[config.mk]
export PLATFORM = sky130hd
export DESIGN_NAME = rm2aa_isqrt
export DESIGN_NICKNAME = d
export VERILOG_FILES = /design/src/rtl/core/rm2aa_pkg.sv /design/src/rtl/core/rm2aa_isqrt.sv
export SDC_FILE = /design/constraint.sdc
export NUM_CORES = 2
export LEC_CHECK = 0
export BUFFER_PORTS_ARGS = -buffer_cell sky130_fd_sc_hd__buf_2
export CORE_UTILIZATION = 55
export DETAILED_ROUTE_END_ITERATION = 10
export HOLD_SLACK_MARGIN = 0.15
export PLACE_DENSITY = 0.79
export SYNTH_ARGS = -nofsm -noshare
export SYNTH_HDL_FRONTEND = slang
export SYNTH_MEMORY_MAX_BITS = 65536
export SYNTH_SLANG_ARGS = --single-unit
[constraint.sdc]
create_clock -name clk -period 3.85 [get_ports clk]
set_clock_uncertainty 0.1 [all_clocks]
set_input_delay 0.385 -clock clk [delete_from_list [all_inputs] [get_ports clk]]
set_output_delay 0.385 -clock clk [all_outputs]
set_load 0.005 [all_outputs]
[src/rtl/core/rm2aa_pkg.sv]
// ----------------------------------------------------------------------------
// rm2aa_pkg
// shared widths, constants, types and the arctangent table of the
// rotation matrix to axis angle datapath
// ----------------------------------------------------------------------------
package rm2aa_pkg;

    localparam int MAT_W        = 16;
    localparam int IN_W         = 9 * MAT_W;
    localparam int D_W          = 17;
    localparam int MAG_W        = 16;
    localparam int SQ_W         = 32;
    localparam int ROT_W        = 17;
    localparam int OUT_W        = 56;
    localparam int USER_W       = 3;
    localparam int SQRT_QW      = 32;
    localparam int RAD_W        = 2 * SQRT_QW;
    localparam int XY_W         = 36;
    localparam int ANG_W        = 25;
    localparam int ANGU_W       = 24;
    localparam int CORDIC_STEPS = 16;
    localparam int L_W          = 32;
    localparam int PROD_W       = MAG_W + ANGU_W;
    localparam int DEN_W        = L_W + 1;
    localparam int QUOT_W       = 17;
    localparam int CMP_W        = DEN_W + QUOT_W - 1;

    localparam logic signed [ANG_W-1:0] QUARTER_TURN = 25'sd5898226;
    localparam logic [ANGU_W-1:0]       ANG_MAX      = 24'd11796452;
    localparam logic signed [ROT_W-1:0] ROT_LIM      = 17'sd46081;

    typedef enum logic [1:0] {
        AXIS_Z = 2'd0,
        AXIS_Y = 2'd1,
        AXIS_X = 2'd2
    } axis_t;

    // per item side information carried beside the angle path
    typedef struct packed {
        logic [2:0]            neg;
        logic [2:0][MAG_W-1:0] mag;
        axis_t                 axis;
        logic                  degen;
    } side_t;

    typedef struct packed {
        logic [L_W-1:0] len;
        side_t          info;
    } cside_t;

    typedef struct packed {
        logic [2:0] neg;
        axis_t      axis;
        logic       degen;
    } flags_t;

    // arctangent of 2^-idx in degree units with 16 fraction bits
    function automatic logic signed [ANG_W-1:0] atan_step(input int unsigned idx);
        logic signed [ANG_W-1:0] val;
        case (idx)
            0:       val = 25'sd2949113;
            1:       val = 25'sd1740963;
            2:       val = 25'sd919877;
            3:       val = 25'sd466944;
            4:       val = 25'sd234378;
            5:       val = 25'sd117303;
            6:       val = 25'sd58666;
            7:       val = 25'sd29335;
            8:       val = 25'sd14668;
            9:       val = 25'sd7334;
            10:      val = 25'sd3667;
            11:      val = 25'sd1833;
            12:      val = 25'sd917;
            13:      val = 25'sd458;
            14:      val = 25'sd229;
            15:      val = 25'sd115;
            default: val = '0;
        endcase
        return val;
    endfunction

endpackage

[src/rtl/core/rm2aa_isqrt.sv]
// ----------------------------------------------------------------------------
// rm2aa_isqrt
// pipelined floor square root, one result bit per stage, with a tag beside it
// ----------------------------------------------------------------------------
module rm2aa_isqrt
    import rm2aa_pkg::*;
#(
    parameter int TAG_W = 1
)
(
    input  logic               clk,
    input  logic               rst_n,
    input  logic               en,
    input  logic               in_valid,
    input  logic [RAD_W-1:0]   in_rad,
    input  logic [TAG_W-1:0]   in_tag,
    output logic               out_valid,
    output logic [SQRT_QW-1:0] out_root,
    output logic [TAG_W-1:0]   out_tag
);

    localparam int REM_W = SQRT_QW + 3;

    logic                vld_reg  [SQRT_QW];
    logic [REM_W-1:0]    rem_reg  [SQRT_QW];
    logic [SQRT_QW-1:0]  root_reg [SQRT_QW];
    logic [RAD_W-1:0]    rad_reg  [SQRT_QW];
    logic [TAG_W-1:0]    tag_reg  [SQRT_QW];

    for (genvar k = 0; k < SQRT_QW; k++)
    begin : g_stage
        logic               v_in;
        logic [REM_W-1:0]   rem_in;
        logic [SQRT_QW-1:0] root_in;
        logic [RAD_W-1:0]   rad_in;
        logic [TAG_W-1:0]   tag_in;
        logic [REM_W-1:0]   rem_sh;
        logic [REM_W-1:0]   trial;
        logic [REM_W-1:0]   rem_next;
        logic [SQRT_QW-1:0] root_next;

        if (k == 0)
        begin : g_head
            assign v_in    = in_valid;
            assign rem_in  = '0;
            assign root_in = '0;
            assign rad_in  = in_rad;
            assign tag_in  = in_tag;
        end
        else
        begin : g_body
            assign v_in    = vld_reg[k-1];
            assign rem_in  = rem_reg[k-1];
            assign root_in = root_reg[k-1];
            assign rad_in  = rad_reg[k-1];
            assign tag_in  = tag_reg[k-1];
        end

        // bring down the next two radicand bits and try root*4+1
        always_comb
        begin
            rem_sh = {rem_in[REM_W-3:0], rad_in[RAD_W-1 -: 2]};
            trial  = {{(REM_W-SQRT_QW-2){1'b0}}, root_in, 2'b01};
            if (rem_sh >= trial)
            begin
                rem_next  = rem_sh - trial;
                root_next = {root_in[SQRT_QW-2:0], 1'b1};
            end
            else
            begin
                rem_next  = rem_sh;
                root_next = {root_in[SQRT_QW-2:0], 1'b0};
            end
        end

        always_ff @(posedge clk or negedge rst_n)
        begin
            if (!rst_n)
                vld_reg[k] <= 1'b0;
            else if (en)
                vld_reg[k] <= v_in;
        end

        always_ff @(posedge clk)
        begin
            if (en)
            begin
                rem_reg[k]  <= rem_next;
                root_reg[k] <= root_next;
                rad_reg[k]  <= {rad_in[RAD_W-3:0], 2'b00};
                tag_reg[k]  <= tag_in;
            end
        end
    end

    assign out_valid = vld_reg[SQRT_QW-1];
    assign out_root  = root_reg[SQRT_QW-1];
    assign out_tag   = tag_reg[SQRT_QW-1];

endmodule

==> results.txt <==
----------------------------------------------------
[Outcome]
  Run status ... complete, no violations

[Flow run]
  # Max-Cap Violations ... 0

[Route]
  Total Routed Length ... 252,000 um
  Vias post-DR ... 73.5k
  Number of remaining DRC errors ... 0
  Post-detailed-route wirelength per cell ... 19.7 um
  Final ANT Viol Nets ... 0
  Vias per inst ... 5.74
  Number of search-and-repair iterations in the first detailed-routing pass ... 6
  Count of routing violations after the opening detailed-route iteration ... 5,913

[Clocking]
  Number of sinks on the clock net ... 2,558
  Root buf cell ... sky130_fd_sc_hd__clkbuf_16
  CTS buffer count ... 284
  H-tree lvl count ... 5
  Maximum root-to-sink buffer count ... 4
  Clock edge transition at the registers on the reported setup and hold paths ... 60 ps
  Clock latency on the worst-skew pair ... 920 ps
  Clock tree from TritonCTS ... yes

[Critical path]
  Data arrival time of the worst path ... 4360 ps
  Path type of the worst setup path ... register to register
  Setup crit end kind ... register
  Kind of start point of the critical path ... register
  Worst setup slack for register-to-register paths ... 60 ps
  Data required time of the critical path ... 4420 ps
  Maximum net fanout on the critical path ... 6

[Timing]
  FMAX ... 0.264 GHz
  Final-report setup violation count ... 0
  Unrepaired setup endpoints after global routing ... true
  Endpoints failing hold ... 0
  Transition time of the tightest slew-check pin ... 919 ps
  Final number of max-transition violations ... 0
  Worst slew margin relative to its limit ... 38.5%
  Final min period ... 3790 ps
  Crit share post-route ... 98.5%

[Synthesis]
  Total number of yosys warnings ... 0
  Synth Instances ... 9,259
  Number of distinct library cells after synthesis ... 86
  Mapped Avg Cell Area ... 12.9 um^2
  Post-synthesis sequential element count ... 2,558
  Syn nets ... 9,889
  Share of synthesized registers carrying an async set or reset ... 1.25%
  Combined area of all synthesized cells ... 0.119 mm^2
  Share of synthesized area occupied by flip-flops and latches ... 64.2%
  Number of synthesized flops with an enable pin ... 2,526
  Top flip-flop cell by instance count after synthesis ... sky130_fd_sc_hd__edfxtp_1

[Floorplan]
  Number of ports placed on the die boundary ... 103
  Floorplan die area ... 0.219 mm^2
  Initial Util ... 55.5%
  Height of the die ... 468 um
  Die width ... 468 um
  FP Rows ... 170
  Placeable Area ... 0.215 mm^2

[Finish]
  Flip-flop count of the largest register, all copies and words added ... 992
  Area Overhead vs Synth ... 13.1%
  Filler Cells Inserted ... 15.9k
  Most frequent cells in the layout ... 2,526 x sky130_fd_sc_hd__edfxtp_1, 725 x sky130_fd_sc_hd__inv_1, 640 x sky130_fd_sc_hd__nor2_1, 615 x sky130_fd_sc_hd__a21oi_1, 561 x sky130_fd_sc_hd__ha_1
  Net total in the final layout ... 10.4k
  Final standard cell area without fillers ... 0.135 mm^2
  Cell Count, Final, Fillers Out ... 12.8k
  Layout cell share with drive strength beyond 1 ... 9.25%
  Most common library cell in the layout ignoring fill and taps ... sky130_fd_sc_hd__edfxtp_1

[GRT]
  Gr ovfl total ... 0
  Met1 track demand over resource ... 28.6%
  Initial antenna violation count ... 3
  Met2 track demand over resource in global routing ... 40.1%
  Vias in the first global route ... 72.4k
  Global Route Usage Sum ... 22.8%
  Maximum number of pins on one net before global-route repair ... 144
  Most crowded layer after global routing ... met2
  Wire length of the first global-routing pass ... 395,000 um
  Met3 Resource Use GR ... 2.97%

[Place]
  Final weighted congestion of routability-driven global placement ... 0.927
  Total of buffers placed on input and output ports ... 102
  DP HPWL ... 178,000 um
  Cell count after placement ... 12.2k
  DP Area ... 0.125 mm^2

[Pwr]
  Sequential power share ... 46.3%
  Cell Pwr Density ... 603 mW/mm^2
  Fraction of power spent switching nets ... 28.5%
  Combinational share of power ... 21.8%
  VDD IR max ... 532 uV
  Pleak ... 52.2 nW
  Net Switching ... 23.2 mW
  Clock share of power ... 31.9%
  Power Internal ... 58.2 mW

[Min path]
  Worst Hold Class ... input pin to register

----------------------------------------------------
-- worst max-delay path, cell delays in order, from the launching register on --
cell and delay [ps]:
sky130_fd_sc_hd__edfxtp_1 400, sky130_fd_sc_hd__or4_4 550, sky130_fd_sc_hd__or3_4 340, sky130_fd_sc_hd__or4_4 420
sky130_fd_sc_hd__or3_4 350, sky130_fd_sc_hd__or4_4 440, sky130_fd_sc_hd__or3_4 510, sky130_fd_sc_hd__buf_12 180
sky130_fd_sc_hd__mux2_2 260
-- final timing paths --
path,cells after the start,start,to
worst max-delay path,8,rem_reg[2][17],rem_reg[2][42]
worst min-delay path,2,in_rad[10],rad_reg[0][10]
worst max register to register,8,rem_reg[2][17],rem_reg[2][42]
worst min register to register,0,rad_reg[3][154],rad_reg[3][218]
max in group asynchronous,4,rst_n,g_stage[5].v_in
min in group asynchronous,4,rst_n,g_stage[25].v_in
-- layer usage --
| layer | share of wire [%] | vias to the layer above |
|---|---|---|
| li1 | - | 35400 |
| met1 | 41 | 35500 |
| met2 | 51 | 2012 |
| met3 | 4.4 | 557 |
| met4 | 3.8 | 0 |
| met5 | 0 | - |
-- power by group through the flow --
stage               Combinational, mW  Clock (mW)  Sequential (mW)
floorplan                        12.7           0             37.0
global route                     19.6        27.7             38.1
finish                           17.7        26.0             37.7
detailed placement               17.3           0             38.3
global placement                 17.0           0             38.2
CTS                              17.6        26.7             37.7
-- cells in the mapped netlist (all sizes together) (14+ instances only) --
| cell type | count | area [um^2] |
|---|---|---|
| a2111oi | 20 | 175 |
| a211o | 22 | 193 |
| a211oi | 37 | 278 |
| a21boi | 25 | 188 |
| a21o | 247 | 1850 |
| a21oi | 615 | 3080 |
| a31o | 19 | 166 |
| a31oi | 45 | 282 |
| a41oi | 14 | 123 |
| and2 | 51 | 319 |
| and3 | 62 | 388 |
| buf | 32 | 145 |
| clkbuf | 170 | 639 |
| dfrtp | 32 | 801 |
| edfxtp | 2526 | 75900 |
| ha | 561 | 7020 |
| inv | 725 | 2720 |
| mux2 | 132 | 1490 |
| nand2 | 543 | 2040 |
| nand2b | 105 | 657 |
| nand3 | 166 | 836 |
| nand3b | 34 | 255 |
| nand4 | 101 | 638 |
| nor2 | 640 | 2400 |
| nor2b | 82 | 513 |
| nor3 | 208 | 1040 |
| nor3b | 14 | 105 |
| nor4 | 121 | 772 |
| nor4b | 15 | 138 |
| o2111ai | 16 | 140 |
| o211ai | 37 | 278 |
| o21a | 125 | 938 |
| o21ai | 443 | 2220 |
| o21bai | 45 | 338 |
| o31ai | 52 | 390 |
| o41ai | 15 | 131 |
| or2 | 46 | 288 |
| or3 | 88 | 556 |
| or4 | 78 | 589 |
| xnor2 | 403 | 3530 |
| xor2 | 373 | 3270 |
-- per-stage QoR --
step	worst slack, ps	hold WS [ps]	TNS [ps]	total power [mW]	utilization (%)
floorplan	65.9	-10.6	0	49.7	-
global route	-12.0	193	-12.7	85.4	62.8
CTS	7.65	152	0	82.0	62.7
global placement	-39.2	300	-113	55.2	57.9
detailed placement	-39.8	305	-119	55.6	57.9
finish	58.0	188	0	81.4	62.8
-- kinds of logic after synthesis --
family / Yosys count / synth area share (%)
flops: 2558 / 64.2
simple gates: 2394 / 9.96
compound gates: 1897 / 9.96
buf+inv: 929 / 2.94
xor+xnor: 776 / 5.69
fa+ha+maj: 561 / 5.88
mux: 143 / 1.34
other cells: 1 / 0.00314
-- final cells by class --
cell class,instances,area [um^2],area share (%)
inverter,727,2730,2.02
clock buffer,333,7420,5.49
antenna,1,2.50,0.00185
sequential,2558,76700,56.8
timing repair buffer,427,3810,2.82
tap,2838,3550,2.63
multi-input combinational,5773,39400,29.2
clock inverter,152,1440,1.07
-- repair_timing --
action                                  CTS  global route
hold buffers                            135             0
endpoints found under the hold margin   403             0
setup buffers                             0             4
gates cloned                              0             3
pin swaps                                 0             5
endpoints found under the setup margin    9           107
resized for setup                         1            32
Power figures use the tool's default switching activity.
